===== src/sv/guid_text_parser_core_defines.svh =====
// ----------------------------------------------------------------------------
// guid text parser assertion macros
// shared concurrent assertion forms, clocked on clk_i, off during reset
// ----------------------------------------------------------------------------
`ifndef GUID_TEXT_PARSER_CORE_DEFINES_SVH
`define GUID_TEXT_PARSER_CORE_DEFINES_SVH

// same-cycle implication
`define GTP_ASSERT_IMP(label, ante, cons, msg) \
  label: assert property (@(posedge clk_i) disable iff (!rst_ni) (ante) |-> (cons)) \
    else $error(msg);

// next-cycle implication
`define GTP_ASSERT_NXT(label, ante, cons, msg) \
  label: assert property (@(posedge clk_i) disable iff (!rst_ni) (ante) |=> (cons)) \
    else $error(msg);

`endif


===== src/sv/gtp_pkg.sv =====
// ----------------------------------------------------------------------------
// gtp_pkg
// types, format codes and character constants of the guid text parser
// ----------------------------------------------------------------------------
`default_nettype none

package gtp_pkg;

  // text format codes, values six and seven are not formats
  typedef enum logic [2:0] {
    FMT_PLAIN  = 3'd0,
    FMT_HYPHEN = 3'd1,
    FMT_BRACE  = 3'd2,
    FMT_PAREN  = 3'd3,
    FMT_INIT   = 3'd4,
    FMT_HALVES = 3'd5
  } gtp_format_e;

  localparam int unsigned PosW = 7;

  // literal characters
  localparam logic [7:0] ChHyphen  = 8'h2D;
  localparam logic [7:0] ChLBrace  = 8'h7B;
  localparam logic [7:0] ChRBrace  = 8'h7D;
  localparam logic [7:0] ChLParen  = 8'h28;
  localparam logic [7:0] ChRParen  = 8'h29;
  localparam logic [7:0] ChZero    = 8'h30;
  localparam logic [7:0] ChNine    = 8'h39;
  localparam logic [7:0] ChX       = 8'h78;
  localparam logic [7:0] ChComma   = 8'h2C;
  localparam logic [7:0] ChLowA    = 8'h61;
  localparam logic [7:0] ChLowF    = 8'h66;
  localparam logic [7:0] ChUpA     = 8'h41;
  localparam logic [7:0] ChUpF     = 8'h46;

  // input request
  typedef struct packed {
    logic [7:0] text_char;
    logic       last_char;
  } gtp_in_t;

  // result request
  typedef struct packed {
    logic        parse_ok;
    logic [63:0] guid_upper;
    logic [63:0] guid_lower;
  } gtp_out_t;

  // per-character check result
  typedef struct packed {
    logic       mismatch;
    logic       shift;
    logic [3:0] nibble;
  } gtp_check_t;

  // text length of each format, zero for invalid codes
  function automatic logic [PosW-1:0] fmt_length(logic [2:0] fmt);
    logic [PosW-1:0] len;
    unique case (fmt)
      FMT_PLAIN:  len = 7'd32;
      FMT_HYPHEN: len = 7'd36;
      FMT_BRACE:  len = 7'd38;
      FMT_PAREN:  len = 7'd38;
      FMT_INIT:   len = 7'd68;
      FMT_HALVES: len = 7'd33;
      default:    len = 7'd0;
    endcase
    return len;
  endfunction

endpackage

`default_nettype wire


===== src/sv/gtp_char_check.sv =====
// ----------------------------------------------------------------------------
// gtp_char_check
// decodes what a text position expects and checks one character against it
// ----------------------------------------------------------------------------
`default_nettype none

module gtp_char_check (
  input  logic [2:0]              fmt_i,
  input  logic [gtp_pkg::PosW-1:0] pos_i,
  input  logic [7:0]              char_i,
  output gtp_pkg::gtp_check_t     check_o
);
  import gtp_pkg::*;

  logic       want_none;
  logic       want_hex;
  logic [7:0] want_char;
  logic       is_hex;
  logic [3:0] nib;

  // expected content at this position
  always_comb begin
    want_none = 1'b0;
    want_hex  = 1'b1;
    want_char = ChZero;
    if (pos_i >= fmt_length(fmt_i)) begin
      want_none = 1'b1;
      want_hex  = 1'b0;
    end else begin
      unique case (fmt_i)
        FMT_PLAIN: begin
          want_hex = 1'b1;
        end
        FMT_HYPHEN: begin
          if (pos_i == 7'd8 || pos_i == 7'd13 || pos_i == 7'd18 || pos_i == 7'd23) begin
            want_hex  = 1'b0;
            want_char = ChHyphen;
          end
        end
        FMT_BRACE, FMT_PAREN: begin
          if (pos_i == 7'd0) begin
            want_hex  = 1'b0;
            want_char = (fmt_i == FMT_BRACE) ? ChLBrace : ChLParen;
          end else if (pos_i == 7'd37) begin
            want_hex  = 1'b0;
            want_char = (fmt_i == FMT_BRACE) ? ChRBrace : ChRParen;
          end else if (pos_i == 7'd9 || pos_i == 7'd14 || pos_i == 7'd19 ||
                       pos_i == 7'd24) begin
            want_hex  = 1'b0;
            want_char = ChHyphen;
          end
        end
        FMT_INIT: begin
          case (pos_i)
            7'd0, 7'd26: begin
              want_hex  = 1'b0;
              want_char = ChLBrace;
            end
            7'd66, 7'd67: begin
              want_hex  = 1'b0;
              want_char = ChRBrace;
            end
            7'd1, 7'd12, 7'd19, 7'd27, 7'd32, 7'd37, 7'd42, 7'd47, 7'd52,
            7'd57, 7'd62: begin
              want_hex  = 1'b0;
              want_char = ChZero;
            end
            7'd2, 7'd13, 7'd20, 7'd28, 7'd33, 7'd38, 7'd43, 7'd48, 7'd53,
            7'd58, 7'd63: begin
              want_hex  = 1'b0;
              want_char = ChX;
            end
            7'd11, 7'd18, 7'd25, 7'd31, 7'd36, 7'd41, 7'd46, 7'd51, 7'd56,
            7'd61: begin
              want_hex  = 1'b0;
              want_char = ChComma;
            end
            default: begin
              want_hex = 1'b1;
            end
          endcase
        end
        FMT_HALVES: begin
          if (pos_i == 7'd16) begin
            want_hex  = 1'b0;
            want_char = ChHyphen;
          end
        end
        default: begin
          want_none = 1'b1;
          want_hex  = 1'b0;
        end
      endcase
    end
  end

  // hex digit decode
  always_comb begin
    is_hex = 1'b1;
    nib    = 4'd0;
    priority if (char_i >= ChZero && char_i <= ChNine) begin
      nib = 4'(char_i - ChZero);
    end else if (char_i >= ChLowA && char_i <= ChLowF) begin
      nib = 4'(char_i - ChLowA + 8'd10);
    end else if (char_i >= ChUpA && char_i <= ChUpF) begin
      nib = 4'(char_i - ChUpA + 8'd10);
    end else begin
      is_hex = 1'b0;
    end
  end

  // combine into the check result
  always_comb begin
    check_o.nibble   = nib;
    check_o.shift    = want_hex && is_hex;
    check_o.mismatch = want_none || (want_hex && !is_hex) ||
                       (!want_none && !want_hex && (char_i != want_char));
  end

endmodule

`default_nettype wire


===== src/sv/guid_text_parser_core.sv =====
// ----------------------------------------------------------------------------
// guid_text_parser_core
// parses a guid text one character per request in the configured format
// ----------------------------------------------------------------------------
//  channel | direction | handshake            | payload
//  input   | in        | in_valid_i/in_stall_o | gtp_in_t  (text_char, last_char)
//  result  | out       | out_valid_o/out_stall_i | gtp_out_t (parse_ok, guid_upper/lower)
//  config  | in        | cfg_we_i             | cfg_wdata_i (text_format)
//
//  one character per cycle while not stalled; each is checked and folded into the state
//  registers in the cycle it is accepted, the result register loads on the
//  last character and shows the result the next cycle.
//  reset clears the format, position, value and error flag; no clearing pass.
//  input stalls only while the result register is full and stalled.
// ----------------------------------------------------------------------------
`default_nettype none

`include "guid_text_parser_core_defines.svh"

module guid_text_parser_core (
  input  logic              clk_i,
  input  logic              rst_ni,
  input  logic              cfg_we_i,
  input  logic [2:0]        cfg_wdata_i,
  input  logic              in_valid_i,
  output logic              in_stall_o,
  input  gtp_pkg::gtp_in_t  in_data_i,
  output logic              out_valid_o,
  input  logic              out_stall_i,
  output gtp_pkg::gtp_out_t out_data_o
);
  import gtp_pkg::*;

  logic [2:0]      fmt_q;
  logic [PosW-1:0] pos_q, pos_d;
  logic [63:0]     upper_q, upper_d;
  logic [63:0]     lower_q, lower_d;
  logic            mis_q, mis_d;
  logic            out_valid_q, out_valid_d;
  gtp_out_t        out_q, out_d;
  gtp_check_t      check;
  logic            in_acc;
  logic            ok;
  logic [PosW:0]   pos_next;

  // handshake
  assign in_stall_o = out_valid_q && out_stall_i;
  assign in_acc     = in_valid_i && !in_stall_o;

  gtp_char_check u_check (
    .fmt_i   (fmt_q),
    .pos_i   (pos_q),
    .char_i  (in_data_i.text_char),
    .check_o (check)
  );

  assign pos_next = {1'b0, pos_q} + 8'd1;
  assign ok = !mis_d && (pos_next == {1'b0, fmt_length(fmt_q)});

  // text state update
  always_comb begin
    pos_d   = pos_q;
    upper_d = upper_q;
    lower_d = lower_q;
    mis_d   = mis_q;
    if (check.mismatch) begin
      mis_d = 1'b1;
    end
    if (check.shift) begin
      upper_d = {upper_q[59:0], lower_q[63:60]};
      lower_d = {lower_q[59:0], check.nibble};
    end
    if (pos_q != {PosW{1'b1}}) begin
      pos_d = pos_next[PosW-1:0];
    end
  end

  // result register
  always_comb begin
    out_valid_d = out_valid_q && out_stall_i;
    out_d       = out_q;
    if (in_acc && in_data_i.last_char) begin
      out_valid_d      = 1'b1;
      out_d.parse_ok   = ok;
      out_d.guid_upper = ok ? upper_d : 64'd0;
      out_d.guid_lower = ok ? lower_d : 64'd0;
    end
  end

  // control and state registers
  always_ff @(posedge clk_i or negedge rst_ni) begin
    if (!rst_ni) begin
      fmt_q       <= FMT_PLAIN;
      pos_q       <= '0;
      upper_q     <= '0;
      lower_q     <= '0;
      mis_q       <= 1'b0;
      out_valid_q <= 1'b0;
    end else begin
      if (cfg_we_i) begin
        fmt_q <= cfg_wdata_i;
      end
      if (in_acc) begin
        if (in_data_i.last_char) begin
          pos_q   <= '0;
          upper_q <= '0;
          lower_q <= '0;
          mis_q   <= 1'b0;
        end else begin
          pos_q   <= pos_d;
          upper_q <= upper_d;
          lower_q <= lower_d;
          mis_q   <= mis_d;
        end
      end
      out_valid_q <= out_valid_d;
    end
  end

  // result payload
  always_ff @(posedge clk_i) begin
    out_q <= out_d;
  end

  assign out_valid_o = out_valid_q;
  assign out_data_o  = out_q;

  // assertions
  `GTP_ASSERT_NXT(a_last_gives_result, in_acc && in_data_i.last_char, out_valid_q,
                  "last character did not produce a result")
  `GTP_ASSERT_NXT(a_last_clears_state, in_acc && in_data_i.last_char,
                  pos_q == '0 && !mis_q && upper_q == '0 && lower_q == '0,
                  "text state not cleared after last character")
  `GTP_ASSERT_IMP(a_fail_zero_value, out_valid_q && !out_q.parse_ok,
                  out_q.guid_upper == 64'd0 && out_q.guid_lower == 64'd0,
                  "failed parse carries a nonzero value")
  `GTP_ASSERT_NXT(a_mismatch_sticks, in_acc && !in_data_i.last_char && check.mismatch,
                  mis_q, "mismatch flag lost within a text")

endmodule

`default_nettype wire


===== config.mk =====
export PLATFORM = sky130hd
export DESIGN_NAME = guid_text_parser_core
export DESIGN_NICKNAME = d
export VERILOG_FILES = /design/src/sv/gtp_pkg.sv /design/src/sv/gtp_char_check.sv /design/src/sv/guid_text_parser_core.sv
export VERILOG_INCLUDE_DIRS = /design/src /design/src/sv
export SDC_FILE = /design/constraint.sdc
export NUM_CORES = 1
export LEC_CHECK = 0
export ABC_AREA = 1
export BUFFER_PORTS_ARGS = -buffer_cell sky130_fd_sc_hd__clkbuf_2
export CORE_ASPECT_RATIO = 1.25
export CORE_UTILIZATION = 37
export DETAILED_ROUTE_END_ITERATION = 8
export PLACE_DENSITY_LB_ADDON = 0.3
export SETUP_SLACK_MARGIN = 0.02
export SYNTH_ARGS = -nofsm -noshare
export SYNTH_HDL_FRONTEND = slang
export SYNTH_SLANG_ARGS = --single-unit

===== constraint.sdc =====
create_clock -name clk_i -period 5.9 [get_ports clk_i]
set_clock_uncertainty 0.2 [all_clocks]
set_input_delay 1.18 -clock clk_i [delete_from_list [all_inputs] [get_ports clk_i]]
set_output_delay 1.18 -clock clk_i [all_outputs]
set_load 0.02 [all_outputs]

# After elaboration in Yosys (flattened, before gate mapping)
# Index checks and enable logic that the tools add are counted.
[classes]
n_addsub = 6
order_cmp = 7
eq_ne = 49
muxes = 36
reduce_logical = 35
[op_table]
columns = ["cell", "n"]
rows = [
  ["64-bit 2-to-1 mux", 4],
  ["7-bit by 6-bit equality test with 1-bit output (second input constant)", 20],
  ["7-bit by 5-bit equality test with 1-bit output (second input constant)", 11],
  ["7-bit by 4-bit equality test with 1-bit output (second input constant)", 6],
  ["36-bit OR reduction", 1],
  ["7-bit one-hot mux with 5 select lines", 1],
  ["8-bit one-hot mux with 4 select lines", 1],
  ["7-bit 2-to-1 mux", 4],
  ["7-bit one-hot mux with 4 select lines", 1],
  ["8-bit 2-to-1 mux", 3],
  ["8-bit by 7-bit greater-or-equal comparator with 1-bit output (second input constant)", 2],
  ["8-bit by 7-bit less-or-equal comparator with 1-bit output (second input constant)", 2],
  ["1-bit 2-to-1 mux", 15],
  ["5-bit 2-to-1 mux", 3],
  ["7-bit equality test (second input constant)", 2],
  ["4-bit 2-to-1 mux", 3],
  ["4-bit by 1-bit subtractor with 4-bit output (second input constant)", 3],
  ["1-bit logical AND", 11],
  ["11-bit OR reduction", 1],
  ["10-bit OR reduction", 1],
  ["4-bit adder (second input constant)", 2],
  ["7-bit by 1-bit adder with 8-bit output (second input constant)", 1],
  ["8-bit by 7-bit equality test with 1-bit output", 1],
  ["8-bit by 6-bit greater-or-equal comparator with 1-bit output (second input constant)", 1],
  ["18 further kinds", 33],
]
[totals]
regBits = 269
input_bits = 17
output_inout_bits = 131
elab_cells = 142

# Logic depth before layout (Yosys ltp)
# Gate-level depths: netlist (run 1).
[logic_depth]
ltp_word = 16
mapped_depth = 23
depth_no_buf = 21

# By module
# Synthesis (run 1) repeated with hierarchy kept, for this count alone.
[hier_totals]
hier_cells = 1343
area_unflattened_um2 = 13211.4
[by_module_without_submodules]
columns = ["module", "instances", "cells_per_inst", "area_each_um2", "seq_area_each_um2"]
rows = [
  ["guid_text_parser_core", 1, 1082, 12002.8, 7377.1],
  ["gtp_char_check", 1, 261, 1208.7, 0.0],
]

# Least setup slack after synthesis (run 1)
# OpenSTA, ideal clock, no wires.
[synth_path]
kind = "input to register"
startpoint = "input out_stall_i"
endpoint = "register out_q, in the netlist out_data_o[0], enable pin"
setup_time_ps = 483
arrival_time_ps = 4052
required_time_ps = 5217
slack_ps = 1165
stages = 5
path_buffers = 0
path_cell_list = "nand2_1 -> nand2_1 -> inv_1 -> nand2_1 -> inv_1"
[synth_via]
elab_chain_len = 4
[synth_rtl]
columns = ["item", "line_no", "rtl"]
rows = [
  ["start: declaration", "guid_text_parser_core.sv:29", "input logic out_stall_i,"],
  ["1-bit logical AND", "guid_text_parser_core.sv:47", "assign in_stall_o = out_valid_q && out_stall_i;"],
  ["1-bit logical NOT", "guid_text_parser_core.sv:48", "assign in_acc = in_valid_i && !in_stall_o;"],
  ["1-bit logical AND", "guid_text_parser_core.sv:48", ""],
  ["1-bit logical AND", "guid_text_parser_core.sv:82", "if (in_acc && in_data_i.last_char) begin"],
  ["end signal: assignment", "guid_text_parser_core.sv:122", "out_q <= out_d;"],
  ["end: declaration", "guid_text_parser_core.sv:40", "gtp_out_t out_q, out_d;"],
]
# Every way passes these cells.
# A chain may end at the register's enable or synchronous reset.

# Worst setup path in the final report (run 1)
[layout_path]
startpoint = "register pos_q[2]"
endpoint = "register out_q, in the netlist out_data_o[15] (data pin)"
[layout_via]
elab_chain_len = 16
word_cells_on_any_way = 86
classes_between = "add/sub (1); order compare (1); eq/ne (43); mux (19); reduce/logical (22)"
[layout_rtl]
columns = ["item", "line_no", "rtl"]
rows = [
  ["start: declaration", "guid_text_parser_core.sv:35", "logic [PosW-1:0] pos_q, pos_d;"],
  ["start signal: assignment", "guid_text_parser_core.sv:110", "pos_q <= pos_d;"],
  ["branches (longest 16 deep; another with 8-bit 2-to-1 mux)", "-", ""],
]
# Several ways; the timed one is not identified.

==> metrics.txt, run 1 <==
TritonCTS clock tree=built; Max IR drop VDD=roughly 0.13 mV; syn nets=about 1600; max incr delay on CP=between 700 and 800 ps; Max Fclk=about 230 MHz; Post-Route WL=roughly 34000 um; Syn Inst Count=between 1500 and 2000; GP Congestion=~0.86; Seq/Total Area, Yosys=0.536; GR Overflow Total=0; DRC Markers=0; post-route minimum period=4420 ps; Yosys top cell area share=0.281; Via Count=~11000; crit path DAT=4630 ps; Multi-input gate area=roughly 5200 sq um; layout cell share with drive strength beyond 1=0.196; CTS max path bufs=3; I/O pins=roughly 150; Adder-Cell Fraction of Synth Area=0.0109; Sequential cell area=7380 sq um; Antenna Violating Nets Remaining=0; Total Neg Setup Slack=0 ps; Synth Area in XOR/XNOR=0.00445; Initial Utilization=0.377; Final WS setup=1480 ps; mux contribution to synthesized area=0; Post-CTS Setup Repair Bufs=0; die footprint=approximately 38000 sq um; Rel. slew slack=0.259; Ys Warns=0; critical path class=reg2reg; CTS Buf Count=28; Critical Path Start Type=flop; Hold Crit Class=reg2reg; most frequent cells in the layout=362 x nand2_1, 164 x inv_1, 157 x nand3_1; crit-path cells=inv_1, nand3_1, inv_1, nand2_1, nand2_1, nor2_1, nand3_1, nor3_1, nand2_1, nand2_4, nand3_4, buf_12, nand2_1, nand2_1, nor2_1; unrepaired setup endpoints after global routing=no; Final Max Tran Viols=0; WP data required=about 6000 ps; row count=just under 80; P_leak=about 6.7 nW; CP Capture Type=flop; initial antenna violation count=0; Final nets=1699; fraction of the mapped netlist area in simple logic gates=0.296; Overall Global Routing Usage=0.179; post_cts resized=0; number of detailed-route iterations in the first pass=5; clock tree root buffer cell=clkbuf_16; most common cell after layout, fill and taps aside=nand2_1; synth top area cells=edfxtp_1 28%, dfrtp_1 25%, nand2_1 9.9%; drt wl/cell=approximately 16 um; routed vias/inst=between 5 and 6; Syn-to-layout area delta=13.2%; H-tree levels=1; status=finished, final reports clean; Pwr per Cell Area=289 nW/um^2; largest net degree at the start of global routing=95; final setup fails=0; Top cell by count, worst path=nand2_1; CP max stage cell=nand3_4; Die X=approximately 170 um; initial drt markers=941; ANT cells=0; syn_area_per_cell=~8.7 sq um; Reg clk slew, reported paths=roughly 60 ps; cell taking the most area after synthesis=edfxtp_1; vias in the first global route=~10000; first-pass GRT wire length=55000 um; MaxCap Viol Count=0; area fraction in compound gates after synthesis=0.0625; Die Height=between 200 and 250 um; dpl ws=1430 ps; clk_lat worst skew=about 550 ps; PortBufs=about 150; HPWL after DPL=21400 um; main combinational cell family by area after synthesis=simple AND/OR/NAND/NOR gates; Synth cell types=36; fillers=3638; mapped cell area=approximately 14000 sq um; Final Cycle Share=0.749; final hold violations=0; worst-margin pin slew=1110 ps; Yosys reg bits=269; core footprint=around 37000 sq um; CTS Sinks=~270; Hold Buf Count CTS=0; Crit Path Max Fanout=65
==> layout make-up <==
cell class              count  share of cell area
flip-flops and latches    269               0.473
repair buffers            162              0.0572
clock inverters            11             0.00522
clock buffers              41              0.0501
inverters                 174              0.0424
well taps                 480              0.0385
multi-input cells        1035               0.334
==> worst max-delay path: cells and delay by family (launching register included) <==
kind	cells	cell delay, ps
buffers and inverters	3	770
AND/OR/NAND/NOR	12	2600
flip-flops	1	630
==> stage by stage <==
step,cell area [sq um],total power [mW],std cells,util,hold WS [ps]
CTS,15600,4.56,2172,0.427,347
global placement,14700,2.86,2120,0.404,323
global route,15600,4.71,2172,0.427,370
detailed placement,14700,2.86,2120,0.404,331
finish,15600,4.51,2172,0.427,343
floorplan,13800,2.64,1580,-,304
==> sequential cells by signal, summed over array words and instances (netlist names) <==
| signal | count |
|---|---|
| fmt_q | 3 |
| lower_q | 64 |
| mis_q | 1 |
| out_data_o | 129 |
| out_valid_o | 1 |
| pos_q | 7 |
| upper_q | 64 |
==> worst paths after layout <==
path                                                end  slack [ps]  cells past startpoint                     from
max reg2reg                out_data_o[15]$_SDFFCE_PN0P_        1480                     15     pos_q[2]$_DFFE_PN0P_
min                             upper_q[61]$_DFFE_PN0P_         340                      2  upper_q[61]$_DFFE_PN0P_
max                        out_data_o[15]$_SDFFCE_PN0P_        1480                     15     pos_q[2]$_DFFE_PN0P_
max in group asynchronous       lower_q[29]$_DFFE_PN0P_        3720                      2                   rst_ni
min in group asynchronous       upper_q[62]$_DFFE_PN0P_         520                      1                   rst_ni
min reg2reg                     upper_q[61]$_DFFE_PN0P_         340                      2  upper_q[61]$_DFFE_PN0P_
==> routing by layer <==
layer / routed length, um / vias to the layer above / GRT usage
met1: 15000 / 5292 / 0.236
li1: - / 5454 / -
met3: 1610 / 50 / 0.0241
met5: 0 / - / 0
met2: 16900 / 276 / 0.300
met4: 925 / 0 / 0.0606
==> logic make-up after synthesis <==
family                     count (synthesis)
buffers and inverters                    276
xor gates and xnor gates                   7
and+or+nand+nor                          848
DFF                                      269
AOI/OAI and AO/OA                        168
adders and majority gates                 12
==> where the power goes <==
group	internal [mW]	switching [mW]	leakage (nW)
clock network	0.959	0.728	0.425
registers	2.06	0.0326	3.17
logic	0.163	0.570	3.08
==> cell usage after synthesis <==
| library cell | instances |
|---|---|
| o211ai_1 | 1 |
| nor2_1 | 71 |
| nor3_1 | 7 |
| o21ai_2 | 1 |
| ha_1 | 12 |
| nand4_1 | 131 |
| buf_12 | 9 |
| nor3b_2 | 1 |
| inv_1 | 166 |
| o22ai_1 | 4 |
| nor2_2 | 97 |
| or2_2 | 1 |
| a211oi_1 | 1 |
| nand2_1 | 364 |
| nand3_2 | 1 |
| clkbuf_1 | 45 |
| edfxtp_1 | 129 |
| o21ai_1 | 1 |
| buf_6 | 2 |
| inv_2 | 8 |
| o21a_1 | 1 |
| buf_2 | 19 |
| xor2_1 | 6 |
| nor2_4 | 11 |
| or2_1 | 2 |
| nand3_1 | 158 |
| dfrtp_1 | 140 |
| xnor2_1 | 1 |
| nand2_2 | 3 |
| a21oi_1 | 11 |
| o21ai_0 | 147 |
| nor4_1 | 1 |
| buf_4 | 4 |
| buf_8 | 1 |
| buf_1 | 22 |
| o221ai_1 | 1 |
Note: power is estimated with default switching activity, not from simulation.
==> run 2, diff against run 1 <==
- clock period: 5.9 -> 4 ns (I/O delays scaled with it)
==> run 2 against run 1 <==
Net effect: final area increased by 1.0%; global-route usage is 0.72 points higher; sequential share of layout area is 0.47 points lower; worst hold slack got worse by 210 ps; core utilization increased by 0.43 points; largest cell class unchanged.
==> metrics.txt, run 2 (synthesized netlist as in run 1, its figures left out) <==
Placed Instance Area=14900 sq um (+0.96%); dpl ws=230 ps (-1200 ps); unrepaired setup endpoints after global routing=no; clk_lat worst skew=570 ps (+20 ps); Critical Path Start Type=flop; Reg power frac=0.460 (-0.003); WL met2=17200 um (+2.0%); worst-margin pin slew=1080 ps (-30.1 ps); Via Count=11100 (+0.21%); H-tree levels=1 (unchanged); Largest register FFs=129 (unchanged); Max IR drop VDD=0.269 mV (+100%); CTS Buf Count=28 (unchanged); Top delay family on crit path=simple AND/OR/NAND/NOR gates; Die Height=218 um (unchanged); DR WL met3=1720 um (+6.4%); Pwr per Cell Area=426 nW/um^2 (+47%); post-route minimum period=3630 ps (-789 ps); Final WS setup=367 ps (-1110 ps); switching part of the total=0.302 (+0.00724); Net Sw Power=2.03 mW (+52%); Post-Route WL=35000 um (+1.8%); PortBufs=147 (unchanged); Max Fclk=275 MHz (+22%); final instance area=15800 sq um (+1.0%); clock tree root buffer cell=clkbuf_16; drt wl/cell=16.1 um (+1.4%); combinational power share=0.167 (+0.004); most common cell after layout, fill and taps aside=nand2_1; final core occ=0.432 (+0.00432); MaxCap Viol Count=0 (unchanged); Crit Path Max Fanout=45 (-31%); DRC Markers=0 (unchanged); die footprint=38000 sq um (unchanged); initial drt markers=1029 (+9.4%); routed vias/inst=5.09 (-0.21%); Antenna Violating Nets Remaining=0 (unchanged); TritonCTS clock tree=built; Final nets=1708 (+0.53%); Routed met1 length=15000 um (+0.42%); Syn-to-layout area delta=14.4%; Hold Crit Class=in2async; Top cell by count, worst path=nand2_1; Hold Buf Count CTS=0 (unchanged); worst hold slack=133 ps (-211 ps); Final Total Pwr=6.71 mW (+49%); GR Overflow Total=0 (unchanged); Finished Layout Cells=2181 (+0.41%); Bufs and invs on worst path=4 (+1); ANT cells=0 (unchanged); number of detailed-route iterations in the first pass=5 (unchanged); CP max stage cell=dfrtp_1; Final Cycle Share=0.908 (+0.159); vias in the first global route=10600 (+2.6%); row count=78 (unchanged); Initial Utilization=0.377 (unchanged); WP data required=4180 ps (-1930 ps); Overall Global Routing Usage=0.186 (+0.00717); Reg clk slew, reported paths=60 ps (about the same); top sig layer=met4; Clk pwr share=0.373 (about the same); Final Max Tran Viols=0 (unchanged); Total Neg Setup Slack=0 ps (unchanged); GP Congestion=0.881 (+2.1%); core footprint=36500 sq um (unchanged); critical path class=reg2reg; I/O pins=148 (unchanged); status=finished, final reports clean; P_leak=6.74 nW (+0.88%); largest net degree at the start of global routing=100 (+5.3%); max incr delay on CP=410 ps (-380 ps); crit-path cells=inv_1, nand2_1, nor2_1, nor3_2, ha_1, a21oi_1, o21ai_0, nand2_1, nand2_1, nor2_2, inv_1, a21oi_4, buf_12, nand2_1, nand2_2, nand3_4, buf_12, nor2_1; HPWL after DPL=22000 um (+3.1%); CP Capture Type=flop; final hold violations=0 (unchanged); CTS Sinks=269 (unchanged); final setup fails=0 (unchanged); Int Pwr=4.68 mW (+47%); first-pass GRT wire length=57000 um (+3.6%); most frequent cells in the layout=362 x nand2_1, 163 x inv_1, 157 x nand3_1; crit path DAT=3810 ps (-820 ps); Rel. slew slack=0.281 (+0.0218); initial antenna violation count=0 (unchanged); CTS max path bufs=3 (unchanged); layout cell share with drive strength beyond 1=0.201 (+0.00484); dpl cells=2129 (+0.42%); Die X=175 um (unchanged)
[run 2: routing by layer]
layer  vias up  GRT usage
met1      5288      0.245
met5         -          0
met4         0     0.0696
met2       300      0.310
met3        44     0.0262
li1       5463          -
[run 2: final cells by class]
cell class                      instances  area [sq um]
Clock inverter                         17           146
Inverter                              174           659
Tap cell                              480           601
Multi-Input combinational cell       1035          5210
Fill cell                            3662         20700
Clock buffer                           35           727
Timing Repair Buffer                  171          1030
Sequential cell                       269          7380
[run 2: timing repair]
| action | CTS | global route |
|---|---|---|
| endpoints found under the setup margin | 0 | 84 |
| buffers inserted | 0 | 0 |
| gates resized for setup | 0 | 2 |
[run 2: worst paths after layout]
check                                           start                     endpoint  slack, ps  cells after the start
worst max-delay path             fmt_q[1]$_DFFE_PN0P_  out_data_o[5]$_SDFFCE_PN0P_        370                     18
max in group asynchronous                      rst_ni       upper_q[0]$_DFFE_PN0P_       2510                      2
min in group clk_i                        out_stall_i        out_valid_o$_DFF_PN0_        280                      3
worst min register to register  out_valid_o$_DFF_PN0_        out_valid_o$_DFF_PN0_        330                      2
worst min-delay path                           rst_ni      upper_q[60]$_DFFE_PN0P_        130                      1
worst max register to register   fmt_q[1]$_DFFE_PN0P_  out_data_o[5]$_SDFFCE_PN0P_        370                     18
[run 2: power groups by stage]
stage	clock network [mW]	registers (mW)	logic, mW
after detailed placement	0	3.14	1.12
after global placement	0	3.14	1.11
final	2.50	3.09	1.12
after CTS	2.56	3.09	1.13
after floorplan	0	3.19	0.711
after global routing	2.68	3.10	1.26
